### src/rtl/mbb_pkg.sv
`timescale 1ns / 1ps
// Shared types, constants and helpers for the masked 3x3 box blur.
// No dependencies; every other file in rtl/ refers to it by scoped names.
package mbb_pkg;

    localparam int MAX_SIZE_DEF     = 1024;
    localparam int CHANNEL_BITS_DEF = 16;

    // Result queue depth; sets how many results may be committed but not taken.
    localparam int FIFO_DEPTH = 16;

    // Configuration port
    localparam int                 CFG_W            = 11;
    localparam logic [CFG_W-1:0]   IMAGE_SIZE_RESET = 11'd1024;
    localparam int                 PADDR_W          = 3;
    localparam int                 PDATA_W          = 32;
    // Register index, taken from paddr[2]
    localparam logic [0:0]         REG_IMAGE_SIZE   = 1'b0;

    // Stream port widths
    localparam int CH_PORT_W = 16;
    localparam int TDATA_W   = 3 * CH_PORT_W;
    localparam int TUSER_W   = 2;
    localparam int TUSER_KEEP  = 0;
    localparam int TUSER_DRAIN = 1;

    // Position of the window center, relative to the image border
    typedef struct packed {
        logic top;
        logic bot;
        logic left;
        logic right;
        logic last;
    } t_ctl;

    // What the divider needs besides the sums
    typedef struct packed {
        logic [1:0] nr;     // rows inside the image, 1..3
        logic [1:0] nc;     // columns inside the image, 1..3
        logic       keep;
        logic       last;
    } t_div_ctl;

    // Odd part of the pixel count
    typedef enum logic [1:0] {
        ODD_1,
        ODD_3,
        ODD_9
    } t_odd;

    typedef struct packed {
        logic [1:0] shift;
        t_odd       odd;
    } t_div;

    // Split rows*cols into a power of two and an odd factor of 1, 3 or 9.
    function automatic t_div div_of(input logic [1:0] nr, input logic [1:0] nc);
        logic [1:0] n2;
        logic [1:0] n3;
        t_div       d;
        n2 = {1'b0, (nr == 2'd2)} + {1'b0, (nc == 2'd2)};
        n3 = {1'b0, (nr == 2'd3)} + {1'b0, (nc == 2'd3)};
        d.shift = n2;
        unique case (n3)
            2'd0:    d.odd = ODD_1;
            2'd1:    d.odd = ODD_3;
            default: d.odd = ODD_9;
        endcase
        return d;
    endfunction

endpackage

### src/rtl/mbb_out_fifo.sv
`timescale 1ns / 1ps
// Result queue between the filter pipeline and the output stream.
// Flop-based, single read pointer; uses mbb_pkg for the default depth.
module mbb_out_fifo #(
    parameter int WIDTH = 3 * mbb_pkg::CHANNEL_BITS_DEF + 1,
    parameter int DEPTH = mbb_pkg::FIFO_DEPTH
) (
    input  logic             i_clk,
    input  logic             i_rst_n,
    input  logic             i_push,
    input  logic [WIDTH-1:0] i_data,
    output logic             o_valid,
    input  logic             i_ready,
    output logic [WIDTH-1:0] o_data
);

    localparam int AW = $clog2(DEPTH);
    localparam int NW = $clog2(DEPTH + 1);

    logic [WIDTH-1:0] r_mem [DEPTH];
    logic [AW-1:0]    r_wr_ptr;
    logic [AW-1:0]    r_rd_ptr;
    logic [NW-1:0]    r_count;
    logic             w_pop;

    assign o_valid = (r_count != '0);
    assign o_data  = r_mem[r_rd_ptr];
    assign w_pop   = o_valid && i_ready;

    always_ff @(posedge i_clk) begin
        if (i_push) begin
            r_mem[r_wr_ptr] <= i_data;
        end
    end

    always_ff @(posedge i_clk) begin
        if (!i_rst_n) begin
            r_wr_ptr <= '0;
            r_rd_ptr <= '0;
            r_count  <= '0;
        end else begin
            if (i_push) begin
                r_wr_ptr <= (r_wr_ptr == AW'(DEPTH - 1)) ? '0 : r_wr_ptr + AW'(1);
            end
            if (w_pop) begin
                r_rd_ptr <= (r_rd_ptr == AW'(DEPTH - 1)) ? '0 : r_rd_ptr + AW'(1);
            end
            r_count <= r_count + NW'(i_push) - NW'(w_pop);
        end
    end

    a_no_overflow: assert property (@(posedge i_clk) disable iff (!i_rst_n)
        !(i_push && (r_count == NW'(DEPTH))))
        else $error("result queue overflow");

endmodule
### config.mk
export PLATFORM = sky130hd
export DESIGN_NAME = mbb_out_fifo
export DESIGN_NICKNAME = d
export VERILOG_FILES = /design/src/rtl/mbb_pkg.sv /design/src/rtl/mbb_out_fifo.sv
export SDC_FILE = /design/constraint.sdc
export NUM_CORES = 1
export LEC_CHECK = 0
export ABC_CLOCK_PERIOD_IN_PS = 3300
export BUFFER_PORTS_ARGS = -buffer_cell sky130_fd_sc_hd__buf_2
export CAP_MARGIN = 20
export CORE_MARGIN = 3
export CORE_UTILIZATION = 50
export CTS_BUF_LIST = sky130_fd_sc_hd__clkbuf_4
export DETAILED_ROUTE_END_ITERATION = 10
export GPL_ROUTABILITY_DRIVEN = 0
export HOLD_SLACK_MARGIN = 0.05
export PLACE_DENSITY = 0.77
export SYNTH_ARGS = -nofsm -noshare
export SYNTH_HDL_FRONTEND = slang
export SYNTH_SLANG_ARGS = --single-unit
### constraint.sdc
create_clock -name i_clk -period 3.3 [get_ports i_clk]
set_input_delay 0.165 -clock i_clk [delete_from_list [all_inputs] [get_ports i_clk]]
set_output_delay 0.165 -clock i_clk [all_outputs]
set_load 0.005 [all_outputs]
Word level (Yosys, flattened, before mapping) --
Memories as Yosys holds them, arrays and structs flattened. A register that Yosys moved wholly into a read port is not among the register bits. Index checks and enable logic that the tools add are counted.
Cells by class: add/subtract/negate cells 4, equal/unequal tests 2, mux-type cells 6, reductions and logical operators 2
Operators with widths (count):
- two-way mux 4 bit | 4
- adder 4 x 1 -> 4 bit (second input constant) | 2
- equality test 4 bit (second input constant) | 2
- adder 5 x 1 -> 5 bit | 1
- nonzero test 5 bit | 1
- subtractor 5 x 1 -> 5 bit | 1
- two-way mux 1 bit | 2
- logical AND 1 bit | 1
Word-level totals: register bits 13, RAM bits 784, output and inout port bits 50, memories kept 1
Memories:
- r_mem | depth 16, bits a word 49, rd ports 1, clocked after memory_dff 1, write ports 1, line mbb_out_fifo.sv:20 | logic [WIDTH-1:0] r_mem [DEPTH];

Logic depth before layout (Yosys ltp) --
depth in word-level cells 4, depth in mapped cells 15, gate-level depth less buffers 14

Worst setup path before layout --
Ideal clock, no wire load.
path kind flip-flop to flip-flop, start point register r_count[3], end point register r_count[4], arrival time 2.677 ns, required time 3.184 ns, slack 0.508 ns, stages on the path, launching flop included 16, buffers on the path 1, cell sequence dfxtp_1 -> inv_1 -> ha_1 -> or4b_1 -> clkbuf_1 -> nand2_1 -> inv_1 -> ha_1 -> inv_1 -> ha_1 -> inv_1 -> fa_1 -> nand2b_1 -> a21oi_1 -> o21ai_0 -> and3b_1
Between the ends: cells in the longest elaborated chain, start to end 3
Ends and longest elaborated chain:
- from (decl) | line mbb_out_fifo.sv:23 | logic [NW-1:0] r_count;
- from (signal assigned) | line mbb_out_fifo.sv:48 | r_count <= r_count + NW'(i_push) - NW'(w_pop);
- nonzero test 5 bit | line mbb_out_fifo.sv:26 | assign o_valid = (r_count != '0);
- named net o_valid | line mbb_out_fifo.sv:12 | output logic o_valid,
- logical AND 1 bit | line mbb_out_fifo.sv:28 | assign w_pop = o_valid && i_ready;
- subtractor 5 x 1 -> 5 bit | line mbb_out_fifo.sv:48
The timed path passes the listed nets, and every way through them passes these cells. A chain may end at the register's enable or synchronous reset.

==> key figures <==
Run status
  • Status: complete, no violations

Die
  • Initial Util: 0.509
  • Chip height: 252 µm
  • Chip width: 252 µm
  • Die ar.: 63400 µm²
  • Core Box Area: 59400 µm²
  • IO Count: 103
  • Rows: 89

Layout
  • Fillers: 4081
  • Post-layout net count: 1755
  • Multi-input gate area: 5990 µm²
  • Layout cells sized above 1: 0.359
  • Sequential standard cell area: 23900 µm²
  • Area growth syn-to-layout: 18.3%
  • Final non-filler cell total: 2625

Synth
  • Top-count cell post-synth: edfxtp_1
  • Post-synth top area cell: edfxtp_1
  • Post-synth cell types: 32
  • Avg Cell Area, Syn: 23.2 µm²
  • Multiplexer share of the synthesized area: 0.146
  • Post-synthesis xor/xnor area fraction: 0.00116
  • YS warnings: 0
  • Seq/Total Area, Yosys: 0.791
  • Mapped Cells: 1303
  • Syn nets: 1368
  • Cell Area, Synth: 30200 µm²
  • Post-synth ARST share: 0
  • Synth Register Bits: 801
  • Adder-cell share of the synthesized area: 0.00522
  • Post-synth top cells: edfxtp_1, mux4_2, a22oi_1, nand2_1, clkbuf_1
  • Synth Area in Compound Gates: 0.0273
  • Simple-gate share of the synthesized area: 0.0158
  • Yosys top cell area share: 0.779
  • Top_reg_cell synth: edfxtp_1
  • EDFF count, synth: 784
  • Top post-synthesis cells by area: edfxtp_1, mux4_2, a22oi_1, dfxtp_1, nand2_1
  • Largest family of logic cells by synthesized area: multiplexers

Clocking
  • Clk buf depth: 3
  • H-tree levels: 4
  • Root Buffer: clkbuf_4
  • Worst-Skew Late Latency: 0.99 ns
  • Clock-pin slew on the worst setup and hold paths: 0.06 ns
  • CTS tree: done
  • CTS Buf Count: 189
  • Sink Count: 801

Placed design
  • Final HPWL DP: 33500 µm
  • Placed cell count: 2153
  • IO buf count: 102

Power
  • Overall power: 22.6 mW
  • Switch share: 0.236
  • Maximum vdd drop: 0.000397 V
  • Cell-internal power: 17.3 mW
  • Power share of the combinational group: 0.138
  • Clk pwr share: 0.357
  • Switch Pwr: 5.33 mW
  • Cell Pwr Density: 632 nW/µm²
  • P_leak: 11.6 nW
  • Part of the power in registers: 0.505

Global route
  • Total track usage: 0.216
  • GRT Residual Overflow: 0
  • Vias in the first global route: 16325
  • First-pass GRT wire length: 100000 µm
  • Initial antenna violation count: 1
  • Largest net degree at the start of global routing: 50

Routing
  • Drt first pass iters: 7
  • Vias: 15321
  • Initial DRC count: 1740
  • Vias per inst: 5.84
  • DR DRC count: 0
  • Antenna viol nets, final: 0
  • Drt total wl: 66700 µm
  • WL/cell: 25.4 µm

Timing
  • Final clock skew: 0.0552 ns
  • Final Hold Viols: 0
  • Fin. max-slew vios: 0
  • Period utilization: 0.944
  • Max_slew headroom: 0.314
  • Final Critical Period: 3.12 ns
  • Worst-Margin Slew: 1.03 ns
  • Setup violations, final: 0
  • RSZ-0062 raised after global routing: true
  • Fmax: 0.321 GHz

Flow run
  • MaxCap Viol Count: 0

Min path
  • Hold depth: 4
  • Hold WC Path Type: in2reg

Worst setup path
  • Worst Path Arrival: 2.95 ns
  • Worst path required time: 3.13 ns
  • Endpoint class of the critical path: output port
  • R2R Path End: r_count[4]
  • Depth of the most critical reg-to-reg path: 14
  • Critical path type: reg2out
  • CP max FO: 45
  • Setup crit start kind: register
  • Register-to-register setup slack: 0.22 ns
  • Reg-to-reg startpoint: r_count[2]
  • End of the critical path: o_data[2]
kinds of logic (layout without fill, tap and decap cells):
logic type / count (synthesis) / after routing
AO/OA/AOI/OAI: 112 / 112
XOR/XNOR: 4 / 4
multiplexers: 197 / 197
other: 0 / 1
AND/OR/NAND/NOR: 98 / 98
adder cells (fa/ha/maj): 12 / 12
buffers and inverters: 79 / 627
flip-flops: 801 / 801
sequential cells by signal, indices dropped and copies added (netlist names), named ones only:
register	flops
r_rd_ptr	4
r_mem	784
r_count	5
r_wr_ptr	4
worst max-delay path, cell delays in order, from the launching register on:
cell	delay (ns)
dfxtp_4	0.60
buf_12	0.34
buf_12	0.20
mux4_2	0.31
a22oi_1	0.22
nand2_1	0.11
buf_2	0.14
power by group through the flow:
stage / sequential [mW] / combinational, mW / clock, mW
finish: 11.4 / 3.12 / 8.06
global route: 11.4 / 3.39 / 8.77
CTS: 11.4 / 3.14 / 8.24
detailed placement: 11.6 / 2.93 / 0
global placement: 11.6 / 2.85 / 0
floorplan: 11.6 / 2.13 / 0
layer usage:
| metal | part of all wire | track usage | vias up |
|---|---|---|---|
| li1 | - | - | 6477 |
| met1 | 0.40 | 0.302 | 7967 |
| met2 | 0.49 | 0.336 | 788 |
| met3 | 0.094 | 0.0602 | 89 |
| met4 | 0.018 | 0.0737 | 0 |
| met5 | 0 | 0 | - |
timing repair:
| action | in CTS | in global routing |
|---|---|---|
| setup endpoints to repair | 43 | 9 |
| buffers inserted | 5 | 0 |
| gates resized for setup | 4 | 4 |
| hold buffers | 113 | 0 |
| hold endpoints to repair | 1019 | 0 |
| gates cloned | 0 | 1 |
layout make-up:
type                       count  area share
clock buffer                 272      0.0571
tap                          773      0.0271
multi-input combinational    423       0.168
timing repair buffer         264      0.0655
clock inverter                80      0.0131
sequential                   801       0.668
antenna                        1   0.0000700
inverter                      11     0.00116
layout by cell type (no fill, tap or decap), types with 4 or more instances in the layout:
cell,Yosys,routed
a21boi_0,4,4
a21oi_1,4,4
a22oi_1,98,98
and2_1,22,5
and2_4,0,16
buf_12,0,19
buf_2,15,102
buf_4,9,23
bufinv_16,0,6
clkbuf_4,0,272
clkinv_1,0,59
clkinv_2,0,6
dfxtp_1,17,15
dlygate4sd3_1,0,113
edfxtp_1,784,784
ha_1,11,11
inv_1,11,11
inv_2,0,8
mux4_2,196,196
nand2_1,54,52
nand3_1,5,5
o21ai_0,4,4
worst min-delay path by stage:
stage	slack, ns	endpoint	start
2_1_floorplan	0.26	r_mem[0][0]	i_data[0]
3_3_place_gp	0.50	register	r_rd_ptr[1]
3_5_place_dp	0.52	register	r_rd_ptr[0]
4_1_cts	0.05	r_mem[9][1]	i_data[1]
5_1_grt	0.12	r_wr_ptr[0]	i_push
6_report	0.20	r_wr_ptr[0]	i_push
per-stage QoR:
| stage | hold WS, ns | setup slack, ns | area (µm²) | utilization | setup TNS, ns |
|---|---|---|---|---|---|
| 2_1_floorplan | 0.264 | 0.508 | 30200 | - | 0 |
| 3_3_place_gp | 0.497 | 0.418 | 32000 | 0.539 | 0 |
| 3_5_place_dp | 0.519 | 0.225 | 32000 | 0.539 | 0 |
| 4_1_cts | 0.0529 | 0.00466 | 35700 | 0.601 | 0 |
| 5_1_grt | 0.125 | -0.0162 | 35700 | 0.602 | -0.0480 |
| 6_report | 0.203 | 0.184 | 35700 | 0.602 | 0 |
No activity file was read; power rests on OpenSTA's default activity.
