$ cat src/rtl/mbb_pkg.sv
`timescale 1ns / 1ps
// Shared types, constants and helpers for the masked 3x3 box blur.
// No dependencies; every other file in rtl/ refers to it by scoped names.
package mbb_pkg;

    localparam int MAX_SIZE_DEF     = 1024;
    localparam int CHANNEL_BITS_DEF = 16;

    // Result queue depth; sets how many results may be committed but not taken.
    localparam int FIFO_DEPTH = 16;

    // Configuration port
    localparam int                 CFG_W            = 11;
    localparam logic [CFG_W-1:0]   IMAGE_SIZE_RESET = 11'd1024;
    localparam int                 PADDR_W          = 3;
    localparam int                 PDATA_W          = 32;
    // Register index, taken from paddr[2]
    localparam logic [0:0]         REG_IMAGE_SIZE   = 1'b0;

    // Stream port widths
    localparam int CH_PORT_W = 16;
    localparam int TDATA_W   = 3 * CH_PORT_W;
    localparam int TUSER_W   = 2;
    localparam int TUSER_KEEP  = 0;
    localparam int TUSER_DRAIN = 1;

    // Position of the window center, relative to the image border
    typedef struct packed {
        logic top;
        logic bot;
        logic left;
        logic right;
        logic last;
    } t_ctl;

    // What the divider needs besides the sums
    typedef struct packed {
        logic [1:0] nr;     // rows inside the image, 1..3
        logic [1:0] nc;     // columns inside the image, 1..3
        logic       keep;
        logic       last;
    } t_div_ctl;

    // Odd part of the pixel count
    typedef enum logic [1:0] {
        ODD_1,
        ODD_3,
        ODD_9
    } t_odd;

    typedef struct packed {
        logic [1:0] shift;
        t_odd       odd;
    } t_div;

    // Split rows*cols into a power of two and an odd factor of 1, 3 or 9.
    function automatic t_div div_of(input logic [1:0] nr, input logic [1:0] nc);
        logic [1:0] n2;
        logic [1:0] n3;
        t_div       d;
        n2 = {1'b0, (nr == 2'd2)} + {1'b0, (nc == 2'd2)};
        n3 = {1'b0, (nr == 2'd3)} + {1'b0, (nc == 2'd3)};
        d.shift = n2;
        unique case (n3)
            2'd0:    d.odd = ODD_1;
            2'd1:    d.odd = ODD_3;
            default: d.odd = ODD_9;
        endcase
        return d;
    endfunction

endpackage

$ cat src/rtl/mbb_divide.sv
`timescale 1ns / 1ps
// Mean of 1, 2, 3, 4, 6 or 9 pixels: shift, then multiply by a reciprocal of
// 3 or 9 with one correction step. Uses mbb_pkg::div_of and mbb_pkg types.
module mbb_divide #(
    parameter int CB = mbb_pkg::CHANNEL_BITS_DEF
) (
    input  logic                 i_clk,
    input  logic                 i_rst_n,
    input  logic                 i_valid,
    input  logic [2:0][CB+3:0]   i_total,
    input  logic [2:0][CB-1:0]   i_center,
    input  mbb_pkg::t_div_ctl    i_dctl,
    output logic                 o_valid,
    output logic [3*CB:0]        o_data
);

    localparam int TW  = CB + 4;
    localparam int QW  = TW + 4;
    localparam int S   = CB + 8;
    localparam int MW  = S - 1;
    localparam int PRW = TW + MW;
    localparam longint unsigned ONE_S = 64'd1 << S;
    localparam logic [MW-1:0] RECIP_3 = MW'(ONE_S / 3);
    localparam logic [MW-1:0] RECIP_9 = MW'(ONE_S / 9);

    mbb_pkg::t_div          w_div;
    logic [MW-1:0]          w_recip;
    logic [2:0][TW-1:0]     w_x;
    logic [2:0][PRW-1:0]    w_prod;

    logic                   r_valid;
    logic [2:0][PRW-1:0]    r_prod;
    logic [2:0][TW-1:0]     r_x;
    mbb_pkg::t_odd          r_odd;
    logic [2:0][CB-1:0]     r_center;
    logic                   r_keep;
    logic                   r_last;

    logic [2:0][TW-1:0]     w_q;
    logic [2:0][QW-1:0]     w_qd;
    logic [2:0][QW-1:0]     w_dv;
    logic [2:0][QW-1:0]     w_rem;
    logic [2:0][TW-1:0]     w_mean;
    logic [2:0][CB-1:0]     w_chan;

    assign w_div   = mbb_pkg::div_of(i_dctl.nr, i_dctl.nc);
    assign w_recip = (w_div.odd == mbb_pkg::ODD_9) ? RECIP_9 : RECIP_3;

    always_comb begin
        for (int k = 0; k < 3; k++) begin
            w_x[k]    = i_total[k] >> w_div.shift;
            w_prod[k] = PRW'(w_x[k]) * PRW'(w_recip);
        end
    end

    always_ff @(posedge i_clk) begin
        r_prod   <= w_prod;
        r_x      <= w_x;
        r_odd    <= w_div.odd;
        r_center <= i_center;
        r_keep   <= i_dctl.keep;
        r_last   <= i_dctl.last;
    end

    always_ff @(posedge i_clk) begin
        if (!i_rst_n) begin
            r_valid <= 1'b0;
        end else begin
            r_valid <= i_valid;
        end
    end

    // Estimate is exact or one low; bump it when the remainder reaches the divisor
    always_comb begin
        for (int k = 0; k < 3; k++) begin
            w_q[k] = TW'(r_prod[k] >> S);
            unique case (r_odd)
                mbb_pkg::ODD_3: begin
                    w_qd[k] = (QW'(w_q[k]) << 1) + QW'(w_q[k]);
                    w_dv[k] = QW'(3);
                end
                mbb_pkg::ODD_9: begin
                    w_qd[k] = (QW'(w_q[k]) << 3) + QW'(w_q[k]);
                    w_dv[k] = QW'(9);
                end
                default: begin
                    w_qd[k] = QW'(r_x[k]);
                    w_dv[k] = QW'(1);
                end
            endcase
            w_rem[k]  = QW'(r_x[k]) - w_qd[k];
            w_mean[k] = (r_odd == mbb_pkg::ODD_1) ? r_x[k]
                      : w_q[k] + TW'(w_rem[k] >= w_dv[k]);
            w_chan[k] = r_keep ? r_center[k] : CB'(w_mean[k]);
        end
    end

    assign o_valid = r_valid;
    assign o_data  = {r_last, w_chan};

endmodule

$ cat config.mk
export PLATFORM = sky130hd
export DESIGN_NAME = mbb_divide
export DESIGN_NICKNAME = d
export VERILOG_FILES = /design/src/rtl/mbb_pkg.sv /design/src/rtl/mbb_divide.sv
export SDC_FILE = /design/constraint.sdc
export NUM_CORES = 2
export LEC_CHECK = 0
export ABC_AREA = 1
export BUFFER_PORTS_ARGS = -buffer_cell sky130_fd_sc_hd__buf_2
export CORE_ASPECT_RATIO = 0.8
export CORE_MARGIN = 8
export CORE_UTILIZATION = 40
export DETAILED_ROUTE_END_ITERATION = 16
export PLACE_DENSITY = 0.53
export SLEW_MARGIN = 20
export SYNTH_ARGS = -nofsm -noshare
export SYNTH_HDL_FRONTEND = slang
export SYNTH_SLANG_ARGS = --single-unit
$ cat constraint.sdc
create_clock -name i_clk -period 17 [get_ports i_clk]
set_input_delay 0.85 -clock i_clk [delete_from_list [all_inputs] [get_ports i_clk]]
set_output_delay 0.85 -clock i_clk [all_outputs]
set_load 0.01 [all_outputs]
* Word level (Yosys, flattened, before mapping) *
Index checks and enable logic that the tools add are counted.

word-level totals
  latch bits = 0
  memories = 0
  bits of input ports = 117
  output and inout port bits = 50
  memory bits (writable) = 0
  register bits after elaboration = 242
  memory bits (read-only) = 0

cells by class
  div/mod/pow operators = 0
  reduce and logical (&&, ||, !) cells = 2
  add/subtract/negate cells = 14
  shift operators = 3
  muxes and demuxes = 12
  equal/unequal tests = 8
  $mul = 3
  order comparisons = 3
  bitwise gates (word level) = 0

operator list
  operator            count
  $pmux 23 s2         3
  $mul 20x23->43      3
  $mux 16             6
  $sub 20x23->24      3
  $add 22x19->23      3
  $add 20x19->21      3
  $shr 20x2->20       3
  $add 16x1->16       3
  $ge 24x24->1        2
  $ge 24x4->1         1
  $mux 23             1
  $eq 2x2->1 const B  6
  $pmux 4 s2          1
  $add 1x1->2         2
  $eq 2x1->1 const B  2
  $logic_not 2->1     2
  $pmux 2 s2          1

* Logic depth before layout (Yosys ltp) *
  depth after elaboration = 7
  depth in mapped cells = 41
  mapped depth without buffers = 39

* Least setup slack after synthesis *
Ideal clock, no wire load.

  path type = in2reg
  start = input i_dctl[3] (netlist bit)
  end = register r_prod[128] (netlist bit)
  required time = 16888 ps
  data arrival time = 7373 ps
  cell stages on the path = 33
  setup slack = 9515 ps
  setup time = 112 ps
  cells stage by stage = inv_1 nor2_1 ha_1 buf_6 buf_6 buf_2 buf_2 nand2_1 o21ai_0 inv_1 o21ai_0 fa_1 fa_1 inv_1 fa_1 inv_1 fa_1 fa_1 fa_1 inv_1 fa_1 inv_1 ha_1 a21oi_1 inv_1 a21oi_1 inv_1 a221oi_1 nand2_2 nand2_1 nand2_1 nand2_1 nand2_1

RTL lines
  what                  RTL line          source
  start, declared       mbb_divide.sv:12  input mbb_pkg::t_div_ctl i_dctl,
  end signal, assigned  mbb_divide.sv:57  r_prod <= w_prod;
  end, declared         mbb_divide.sv:32  logic [2:0][PRW-1:0] r_prod;

==> impl_metrics.py <==
metrics = {
    "grt": {
        "grt_pass1_wl_mm": 215,
        "grt_usage": 0.245,
        "antenna_found_initial": 5,
        "grt_pass1_vias": 35800,
        "grt_start_max_net_pins": 76,
        "grt_remaining_overflow": 0,
    },
    "floorplan": {
        "start_util": 0.401,
        "dieArea_um2": 113000,
        "die_y_um": 302,
        "core_um2": 102000,
        "die_x_um": 374,
        "io_pins": 167,
        "rows": 105,
    },
    "final_layout": {
        "layout.nets": 7048,
        "area_growth_pct": 7.21,
        "fillers": 10800,
        "drive_gt1_frac": 0.0544,
    },
    "logic_synthesis": {
        "synthesis.nets": 6918,
        "yosys.area.top_type": "fa_1",
        "async_reset_ff_frac": 0,
        "synth-xor-area-share": 0.0284,
        "synth_edf_count": 0,
        "synth_top_family_by_area": "adder cells",
        "synth_compound_area_frac": 0.142,
        "synth_cell_type_count": 57,
        "ys_seq_area_frac": 0.0831,
        "synth.ff_latch_count": 170,
        "yosys-top-cells-area": "fa_1 (22%), ha_1 (22%), inv_1 (12%)",
        "synthMuxAreaShare": 0,
        "yosys_most_used_dff": "dfxtp_1",
        "netlist_instances": 5631,
        "synth_warnings": 0,
        "postSynthAreaPerCell_um2": 7.28,
        "synthSimpleGateAreaFrac": 0.179,
        "synth_area_um2": 41000,
        "yosysTopAreaCellShare": 0.224,
        "synth-adder-area-share": 0.441,
    },
    "critical_path": {
        "cpPeakStageDelay_ns": 0.70,
        "worstSetupStartpoint": "i_dctl[3]",
        "slowest_stage": "o21ai_0",
        "cp-end-kind": "flip-flop",
        "endpoint": "r_prod[78]",
        "cp-start-kind": "input pin",
        "required_ns": 17.41,
        "crit_top_cell": "nand2_1",
        "cp.arrival_ns": 8.99,
        "critPathKind": "in -> reg",
        "critPathMaxFanout": 49,
    },
    "detailed_routing": {
        "ant_nets": 0,
        "post_drt_wl_per_cell_um": 19.8,
        "wl_mm": 141,
        "drc": 0,
        "firstDrtPassIters": 8,
        "vias": 36600,
        "vias_per_cell": 5.14,
        "drtIter0Drc": 2812,
    },
    "placement": {
        "io_buffers": 166,
        "dp_hpwl_mm": 125,
        "gp_congestion": 0.937,
    },
    "clock_network": {
        "htree_levels": 4,
        "cts_tree": "yes",
        "cts_sinks": 170,
        "post_cts_resized": 0,
        "cts-buffers-inserted": 17,
        "cts_setup_buffers": 0,
        "clk_pin_slew_ns": 0.08,
        "holdBufCountCts": 0,
        "clockBufferDepth": 2,
        "cts_root_buf": "clkbuf_16",
    },
    "sta": {
        "rsz0062_at_grt": "no",
        "layout_min_cycle_time_ns": 8.58,
        "hold_viol_final": 0,
        "setup_violations": 0,
        "fmax_ghz": 0.117,
        "maxSlewViolCount": 0,
        "worstMarginPinSlew_ns": 1.17,
        "tns_ns": 0,
        "relSlewSlack": 0.214,
        "post-route-period-util": 0.505,
    },
    "job": {
        "max_cap_violations": 0,
    },
    "worst_hold_path": {
        "holdPathStages": 1,
        "min_from": "i_center[16]",
        "min_path_type": "in -> reg",
    },
    "run_status": {
        "status": "completed",
    },
}
==> cells in the mapped netlist, types with 6 or more instances <==
library cell,n
inv_1,1261
nand2_1,910
ha_1,711
fa_1,459
nor2_1,454
o21ai_0,415
a21oi_1,410
nand3_1,200
dfxtp_1,170
xor2_1,90
clkbuf_1,58
nand4_1,51
xnor2_1,43
a31oi_1,37
nor3_1,37
o21a_1,34
or2_2,30
o211ai_1,29
nor4_1,22
a21boi_0,18
a21o_1,15
buf_1,14
nand2_2,14
o21bai_1,14
o21ai_1,13
nand3b_1,12
a211oi_1,10
o21ai_2,10
o31ai_1,10
nand3_2,8
a221o_1,6
a221oi_1,6
==> flip-flops by register name, summed over array words and instances (netlist names) <==
register and count:
o_valid 1, r_last 1, r_keep 1, r_center 48, r_odd 2, r_prod 57, r_x 60
==> stage by stage <==
stage / util / instance area [um2] / hold WS [ns] / cells / setup slack [ns]
after floorplan: - / 41000 / 0.878 / 5631 / 9.52
after global placement: 0.425 / 43400 / 0.953 / 7079 / 8.13
after detailed placement: 0.425 / 43400 / 0.954 / 7079 / 7.99
after CTS: 0.430 / 43900 / 0.395 / 7111 / 8.54
after global routing: 0.430 / 43900 / 0.414 / 7111 / 7.81
final: 0.430 / 43900 / 0.447 / 7115 / 8.42
==> kinds of logic (layout without fill, tap and decap cells) <==
| group | count (synthesis) | after routing |
|---|---|---|
| and+or+nand+nor | 1755 | 1755 |
| buffers and inverters | 1352 | 1495 |
| adders and majority gates | 1170 | 1170 |
| AOI/OAI and AO/OA | 1051 | 1051 |
| DFF | 170 | 170 |
| xor gates and xnor gates | 133 | 133 |
| other | 0 | 4 |
==> cells in the final DEF, fill, tap and decap left out, types with 18 or more instances in the layout <==
| cell | netlist | layout |
|---|---|---|
| buf_4 | 2 | 28 |
| xnor2_1 | 43 | 43 |
| nand4_1 | 51 | 51 |
| a21oi_1 | 410 | 410 |
| nand2_1 | 910 | 910 |
| o21a_1 | 34 | 34 |
| o211ai_1 | 29 | 29 |
| xor2_1 | 90 | 90 |
| fa_1 | 459 | 459 |
| nand3_1 | 200 | 200 |
| o21ai_0 | 415 | 410 |
| ha_1 | 711 | 708 |
| inv_1 | 1261 | 1261 |
| nor4_1 | 22 | 22 |
| dfxtp_1 | 170 | 169 |
| or2_2 | 30 | 30 |
| buf_2 | 4 | 166 |
| a21boi_0 | 18 | 18 |
| a31oi_1 | 37 | 37 |
| o21ai_1 | 13 | 18 |
| nor2_1 | 454 | 454 |
| nor3_1 | 37 | 37 |
==> area by class of cell <==
| cell class | instances | area [um2] | share of cell area |
|---|---|---|---|
| clock inverters | 13 | 130 | 0.00296 |
| diodes | 4 | 10.0 | 0.000228 |
| well taps | 1337 | 1670 | 0.0381 |
| inverters | 1269 | 4780 | 0.109 |
| repair buffers | 194 | 1040 | 0.0237 |
| multi-input cells | 4109 | 32500 | 0.739 |
| flip-flops and latches | 170 | 3400 | 0.0775 |
| clock buffers | 19 | 443 | 0.0101 |
==> layer usage <==
| layer | global-route usage | part of all wire |
|---|---|---|
| met5 | 0 | 0.00011 |
| met4 | 0.0397 | 0.012 |
| met2 | 0.327 | 0.36 |
| met3 | 0.0772 | 0.10 |
| met1 | 0.383 | 0.52 |
==> worst max-delay path: cells and delay by family <==
family,cells,cell delay (ns)
AO/OA/AOI/OAI,3,1.07
adder cells (fa/ha/maj),9,4.44
AND/OR/NAND/NOR,11,1.24
buffers and inverters,8,1.07
XOR/XNOR,1,0.22
==> worst min path at each step <==
stage,slack (ns),endpoint
after floorplan,0.88,r_center[0]
after global placement,0.95,r_last
after detailed placement,0.95,r_center[12]
after CTS,0.40,r_last
after global routing,0.41,r_last
final,0.45,r_center[16]
Power is left out: the tool's default activity adds up to more than one toggle a clock period on the data nets, which glitch-free logic cannot reach.
