--- config.mk ---
export PLATFORM = sky130hd
export DESIGN_NAME = mbb_window
export DESIGN_NICKNAME = d
export VERILOG_FILES = /design/src/rtl/mbb_pkg.sv /design/src/rtl/mbb_window.sv
export SDC_FILE = /design/constraint.sdc
export NUM_CORES = 2
export LEC_CHECK = 0
export BUFFER_PORTS_ARGS = -buffer_cell sky130_fd_sc_hd__buf_2
export CAP_MARGIN = 0
export CORE_ASPECT_RATIO = 2
export CORE_MARGIN = 2
export CORE_UTILIZATION = 65
export CTS_CLUSTER_SIZE = 28
export DETAILED_ROUTE_END_ITERATION = 16
export PLACE_DENSITY = 0.94
export SLEW_MARGIN = 20
export SYNTH_ARGS = -nofsm -noshare
export SYNTH_HDL_FRONTEND = slang
export SYNTH_SLANG_ARGS = --single-unit
--- constraint.sdc ---
create_clock -name i_clk -period 32.7 [get_ports i_clk]
set_clock_uncertainty 0.05 [all_clocks]
set_input_delay 6.54 -clock i_clk [delete_from_list [all_inputs] [get_ports i_clk]]
set_output_delay 6.54 -clock i_clk [all_outputs]
set_load 0.05 [all_outputs]
--- src/rtl/mbb_pkg.sv ---
`timescale 1ns / 1ps
// Shared types, constants and helpers for the masked 3x3 box blur.
// No dependencies; every other file in rtl/ refers to it by scoped names.
package mbb_pkg;

    localparam int MAX_SIZE_DEF     = 1024;
    localparam int CHANNEL_BITS_DEF = 16;

    // Result queue depth; sets how many results may be committed but not taken.
    localparam int FIFO_DEPTH = 16;

    // Configuration port
    localparam int                 CFG_W            = 11;
    localparam logic [CFG_W-1:0]   IMAGE_SIZE_RESET = 11'd1024;
    localparam int                 PADDR_W          = 3;
    localparam int                 PDATA_W          = 32;
    // Register index, taken from paddr[2]
    localparam logic [0:0]         REG_IMAGE_SIZE   = 1'b0;

    // Stream port widths
    localparam int CH_PORT_W = 16;
    localparam int TDATA_W   = 3 * CH_PORT_W;
    localparam int TUSER_W   = 2;
    localparam int TUSER_KEEP  = 0;
    localparam int TUSER_DRAIN = 1;

    // Position of the window center, relative to the image border
    typedef struct packed {
        logic top;
        logic bot;
        logic left;
        logic right;
        logic last;
    } t_ctl;

    // What the divider needs besides the sums
    typedef struct packed {
        logic [1:0] nr;     // rows inside the image, 1..3
        logic [1:0] nc;     // columns inside the image, 1..3
        logic       keep;
        logic       last;
    } t_div_ctl;

    // Odd part of the pixel count
    typedef enum logic [1:0] {
        ODD_1,
        ODD_3,
        ODD_9
    } t_odd;

    typedef struct packed {
        logic [1:0] shift;
        t_odd       odd;
    } t_div;

    // Split rows*cols into a power of two and an odd factor of 1, 3 or 9.
    function automatic t_div div_of(input logic [1:0] nr, input logic [1:0] nc);
        logic [1:0] n2;
        logic [1:0] n3;
        t_div       d;
        n2 = {1'b0, (nr == 2'd2)} + {1'b0, (nc == 2'd2)};
        n3 = {1'b0, (nr == 2'd3)} + {1'b0, (nc == 2'd3)};
        d.shift = n2;
        unique case (n3)
            2'd0:    d.odd = ODD_1;
            2'd1:    d.odd = ODD_3;
            default: d.odd = ODD_9;
        endcase
        return d;
    endfunction

endpackage

--- src/rtl/mbb_window.sv ---
`timescale 1ns / 1ps
// 3x3 window registers plus two adder stages (column sums, then totals).
// Rows and columns outside the image are masked; uses mbb_pkg types.
module mbb_window #(
    parameter int CB = mbb_pkg::CHANNEL_BITS_DEF
) (
    input  logic                        i_clk,
    input  logic                        i_rst_n,
    input  logic                        i_clear,
    input  logic                        i_valid,
    input  logic                        i_emit,
    input  mbb_pkg::t_ctl               i_ctl,
    input  logic [3*CB:0]               i_older,
    input  logic [3*CB:0]               i_prior,
    input  logic [3*CB:0]               i_px,
    output logic                        o_valid,
    output logic [2:0][CB+3:0]          o_total,
    output logic [2:0][CB-1:0]          o_center,
    output mbb_pkg::t_div_ctl           o_dctl
);

    localparam int CSW = CB + 2;
    localparam int TW  = CB + 4;

    // [column: 0 oldest][row: 0 top]
    logic [3*CB-1:0] r_win [3][3];
    logic            r_keep_mid;
    logic            r_keep_new;

    logic            r_s2_valid;
    mbb_pkg::t_ctl   r_s2_ctl;

    logic                       r_s3_valid;
    logic [2:0][2:0][CSW-1:0]   r_col;
    logic                       r_s3_left;
    logic                       r_s3_right;
    mbb_pkg::t_div_ctl          r_s3_dctl;
    logic [2:0][CB-1:0]         r_s3_center;

    logic                       r_s4_valid;
    logic [2:0][TW-1:0]         r_total;
    mbb_pkg::t_div_ctl          r_s4_dctl;
    logic [2:0][CB-1:0]         r_s4_center;

    logic [2:0][2:0][CSW-1:0]   w_col;
    logic [2:0][TW-1:0]         w_total;
    mbb_pkg::t_div_ctl          w_dctl;

    // Shift the window one column on every valid word from the line store
    always_ff @(posedge i_clk) begin
        if (!i_rst_n || i_clear) begin
            for (int c = 0; c < 3; c++) begin
                for (int d = 0; d < 3; d++) begin
                    r_win[c][d] <= '0;
                end
            end
            r_keep_mid <= 1'b0;
            r_keep_new <= 1'b0;
        end else if (i_valid) begin
            for (int c = 0; c < 2; c++) begin
                for (int d = 0; d < 3; d++) begin
                    r_win[c][d] <= r_win[c+1][d];
                end
            end
            r_win[2][0] <= i_older[3*CB-1:0];
            r_win[2][1] <= i_prior[3*CB-1:0];
            r_win[2][2] <= i_px[3*CB-1:0];
            r_keep_mid  <= r_keep_new;
            r_keep_new  <= i_prior[3*CB];
        end
    end

    // Column sums with the top and bottom rows masked at the border
    always_comb begin
        for (int c = 0; c < 3; c++) begin
            for (int k = 0; k < 3; k++) begin
                w_col[c][k] = (r_s2_ctl.top ? CSW'(0) : CSW'(r_win[c][0][k*CB +: CB]))
                            + CSW'(r_win[c][1][k*CB +: CB])
                            + (r_s2_ctl.bot ? CSW'(0) : CSW'(r_win[c][2][k*CB +: CB]));
            end
        end
    end

    assign w_dctl.nr   = 2'd3 - 2'(r_s2_ctl.top) - 2'(r_s2_ctl.bot);
    assign w_dctl.nc   = 2'd3 - 2'(r_s2_ctl.left) - 2'(r_s2_ctl.right);
    assign w_dctl.keep = r_keep_mid;
    assign w_dctl.last = r_s2_ctl.last;

    always_comb begin
        for (int k = 0; k < 3; k++) begin
            w_total[k] = (r_s3_left ? TW'(0) : TW'(r_col[0][k]))
                       + TW'(r_col[1][k])
                       + (r_s3_right ? TW'(0) : TW'(r_col[2][k]));
        end
    end

    always_ff @(posedge i_clk) begin
        r_s2_ctl    <= i_ctl;
        r_col       <= w_col;
        r_s3_left   <= r_s2_ctl.left;
        r_s3_right  <= r_s2_ctl.right;
        r_s3_dctl   <= w_dctl;
        r_s3_center <= r_win[1][1];
        r_total     <= w_total;
        r_s4_dctl   <= r_s3_dctl;
        r_s4_center <= r_s3_center;
    end

    always_ff @(posedge i_clk) begin
        if (!i_rst_n) begin
            r_s2_valid <= 1'b0;
            r_s3_valid <= 1'b0;
            r_s4_valid <= 1'b0;
        end else begin
            r_s2_valid <= i_valid && i_emit;
            r_s3_valid <= r_s2_valid;
            r_s4_valid <= r_s3_valid;
        end
    end

    assign o_valid  = r_s4_valid;
    assign o_total  = r_total;
    assign o_center = r_s4_center;
    assign o_dctl   = r_s4_dctl;

endmodule

[Yosys cells after proc, flatten, opt, wreduce, memory -nomap -nowiden]
Memory sizes are Yosys's and may differ from the RTL's.
Index checks and enable logic that the tools add are counted.
Cells by class
  muxes and demuxes: 38
  add/subtract/negate cells: 28
  bitwise gates (word level): 9
  reduce and logical (&&, ||, !) cells: 3
Operators by type and width (count)
  two-way mux 48 bit: 9
  two-way mux 16 bit: 18
  adder 17 x 16 -> 18 bit: 9
  adder 16 x 16 -> 17 bit: 9
  two-way mux 18 bit: 6
  adder 19 x 18 -> 20 bit: 3
  adder 18 x 18 -> 19 bit: 3
  OR 1 bit: 9
  two-way mux 1 bit: 5
  subtractor 2 x 1 -> 2 bit: 2
  subtractor 2 x 1 -> 2 bit, first input constant: 2
  logical AND 1 bit: 1
  zero test 1 bit: 1
  logical OR 1 bit: 1
Storage, ports and cells
  register bits after elaboration: 342
  output and inout port bits: 115
  RAM bits: 432
  memories: 1
  input bits: 157
  logic and storage cells: 117
Memory list
  r_win: depth 3, width 144, read ports 3, clocked after memory_dff 0, wr ports 3, RTL line mbb_window.sv:26  | logic [3*CB-1:0] r_win [3][3];

[Depth between registers and ports, before layout]
  word-level depth: 5
  gate-level depth with buffers: 15
  depth with buffers taken out: 13

[Worst setup path before layout]
No wires, ideal clock.
  path type: input-to-reg
  start: input i_rst_n
  end: memory r_win[0][0] (netlist bit) (enable)
  data required time: 31.868 ns
  arrival: 15.047 ns
  stages: 2
  setup time: 0.782 ns
  path buffers: 0
  slack: 16.821 ns
  path through: nor3b_1 > inv_1
RTL lines
  start: declaration: RTL line mbb_window.sv:8  | input logic i_rst_n,
  end: declaration: RTL line mbb_window.sv:26

==> impl_metrics.csv <==
group,metric,value,unit
global_route,grt_max_degree,137,
route,starting_drt_drc_count,1751,
cells_and_area,area_delta_synth_final,11.4,%
synthesis,postSynthCellCount,3409,
synthesis,synth_nets,3964,
hold_path,timing.hold.worst.start,"r_s3_dctl[0]",
setup_path,critical-path-top-cell-by-count,"buf_4",
placement,portBuffers,269,
clock_tree,cts_htree_levels,3,
clock_tree,clk_transition_reported_paths,0.07,ns
clock_tree,tritoncts_num_sinks,774,
cells_and_area,finish.net_count,4219,
global_route,total_track_usage,27.9,%
sta,clock.fmax,109,MHz
synthesis,syn-cell-area,39300,sq um
global_route,grt_pass1_vias,26900,
synthesis,ys_ff_latch,774,
global_route,global_route.overflow_total,0,
sta,final.setup.tns,0,ns
floorplanning,core_area,59900,sq um
setup_path,cp_data_arrival_time,9.38,ns
route,mean_number_of_vias_per_cell,5.63,
setup_path,crit_slowest_cell,"buf_4",
setup_path,setup.worst_path.start,"i_rst_n",
cells_and_area,layout.filler_cells,3667,
sta,final_layout_worst_hold_slack,0.272,ns
floorplanning,chipHeight,352,microns
clock_tree,cts.root.buffer_cell,"clkbuf_16",
synthesis,synth_warnings,0,
sta,worst_slew_pin_slew,1.06,ns
pwr,irDropWorstVdd,58.7,uV
sta,final.period_utilization,28.1,%
floorplanning,floorplan.die.width,178,microns
setup_path,endpoint_kind,"flip-flop",
route,wire_per_inst,19.2,microns
route,finalWirelength,86.5,mm
clock_tree,post_cts_setup_repair_buffer_count,0,
global_route,grt_pass1_wl,134,mm
sta,rsz0062_at_grt,"false",
synthesis,asyncSetResetFlopFracSynth,0,%
sta,timing.final.setup_violations,0,
setup_path,cp_data_required_time,32.89,ns
placement,place.gp.congestion,0.935,
global_route,antenna_found_initial,2,
setup_path,criticalPathCategory,"input port to flip-flop",
setup_path,worstReg2RegStart,"r_s2_ctl[3]",
clock_tree,hold_buffers,0,
setup_path,timing.critical_path.cells,"buf_2 > nor3b_1 > inv_8 > buf_4 > buf_4",
synthesis,post_synth_main_area_contributors,"edfxtp_1 (33%), dfxtp_1 (17%), fa_1 (11%)",
clock_tree,post_cts.resized_instances,0,
floorplanning,dieArea,62500,sq um
synthesis,post_synth.cell_area_avg,11.5,sq um
route,drc,0,
clock_tree,clock_insertion_delay_worst_skew,0.64,ns
route,postRouteAntennaNets,0,
cells_and_area,drive_gt1_share,11.8,%
hold_path,min_path_type,"flip-flop to flip-flop",
setup_path,worst-path-max-fanout,129,
sta,count_of_final_hold_check_violations,0,
route,drt-pass1-iter-count,8,
setup_path,crit_path_start_kind,"input port",
clock_tree,tritoncts.num_buffers,70,
floorplanning,std_cell_rows,127,
synthesis,yosysSeqAreaShare,50.5,%
clock_tree,cts_tree,"done",
floorplanning,start_util,65.6,%
pwr,leakage,20.3,nW
sta,final.min_clock_period,9.19,ns
placement,detailed_placement_hpwl,60.6,mm
synthesis,yosysTopAreaCellShare,33.0,%
synthesis,synth.largest_area_cell,"edfxtp_1",
run_status,run_status,"completed",
route,routed-via-count,25300,
synthesis,yosys.cell_types.count,81,
setup_path,worst_path_largest_cell_delay,0.86,ns
synthesis,synth_top_flop_cell,"edfxtp_1",
pwr,power_per_cell_area,56.5,nW/um^2
job,maxCapViolCount,0,
synthesis,synth_enable_flop_cells,432,
sta,slew_viol_final,0,
sta,slew_headroom,29.3,%
clock_tree,maximum_root_to_sink_buffer_count,3,
floorplanning,number_of_ports_placed_on_the_die_boundary,272,
layout make-up:
type	instances	area, sq um	share of cell area (%)
inverters	420	1580	3.62
diodes	3	7.51	0.0172
repair buffers	284	1480	3.38
clock inverters	44	518	1.18
flip-flops and latches	774	19800	45.3
well taps	774	968	2.21
multi-input cells	2114	17500	40.0
clock buffers	86	1880	4.30
critical path, delay by kind of cell:
kind,cells,cell delay [ns]
buffers and inverters,4,2.40
AND/OR/NAND/NOR,1,0.22
Yosys cell counts (8+ instances only):
library cell,number
a21oi_1,118
o21ai_0,75
nor2_1,86
xnor2_1,102
a31oi_1,11
nor3_1,23
xor2_1,41
fa_1,210
and2_1,438
edfxtp_1,432
o211ai_1,13
o21bai_1,22
a21o_1,56
nand3_1,26
a211o_1,8
clkbuf_1,97
ha_1,188
nand4_1,13
and3_1,10
o21a_1,22
nor2b_1,193
o21ai_1,8
dfxtp_1,342
a211oi_1,11
inv_1,420
or2_2,10
nand2_1,67
nand2b_1,251
per-layer routing:
metal / vias to the layer above / wire (microns) / GRT usage, %
li1: 11700 / - / -
met1: 12400 / 30100 / 30.6
met2: 975 / 46200 / 51.2
met3: 286 / 5280 / 4.00
met4: 0 / 4880 / 15.6
met5: - / 0 / 0
flip-flops by register name, summed over array words and instances (netlist names), 5 cells and up:
signal,count
r_col,162
r_s3_dctl,6
r_s3_center,48
r_s2_ctl,5
r_win,432
o_center,48
o_dctl,6
o_total,60
through the flow:
stage | power, mW | area, sq um | util [%] | std cells | setup slack, ns
global placement | 1.61 | 41300 | 69.0 | 4365 | 22.85
finish | 2.47 | 43800 | 73.1 | 4499 | 23.51
CTS | 2.48 | 43700 | 73.0 | 4495 | 23.42
floorplan | 1.50 | 39300 | - | 3409 | 16.82
detailed placement | 1.63 | 41300 | 69.0 | 4365 | 22.77
global route | 2.56 | 43800 | 73.1 | 4496 | 23.28
cell usage in the layout (no fill, tap or decap), types with 22 or more instances in the layout:
master     Yosys  routed
nand2b_1     251     251
nor2b_1      193     193
clkbuf_16      0      70
inv_1        420     419
o21bai_1      22      22
xor2_1        41      41
o21a_1        22      22
a21o_1        56      56
edfxtp_1     432     432
and2_1       438     438
nor3_1        23      23
ha_1         188     188
fa_1         210     210
xnor2_1      102     102
o21ai_0       75      75
buf_2          1     269
nand3_1       26      26
nor2_1        86      86
nand2_1       67      67
dfxtp_1      342     338
a21oi_1      118     118
report_power, final:
part / switching [mW] / total (mW) / internal (mW)
Clock: 0.382 / 0.857 / 0.475
Combinational: 0.309 / 0.457 / 0.148
Sequential: 0.0407 / 1.16 / 1.12
Total: 0.732 / 2.47 / 1.74
kinds of logic after synthesis:
family / Yosys count / synth area share, %
AOI/OAI and AO/OA: 428 / 7.43
and+or+nand+nor: 1137 / 17.0
DFF: 774 / 50.5
xor gates and xnor gates: 143 / 3.19
adders and majority gates: 398 / 16.7
muxes: 8 / 0.207
buffers and inverters: 521 / 4.98
path summary, 6_finish.rpt:
path              endpoint  slack (ns)  cells after the start
max          r_win[0][380]       23.51                      5
min              o_dctl[0]        0.27                      0
max reg2reg      r_col[35]       28.03                     12
min reg2reg      o_dctl[0]        0.27                      0
Power figures use the tool's default switching activity.
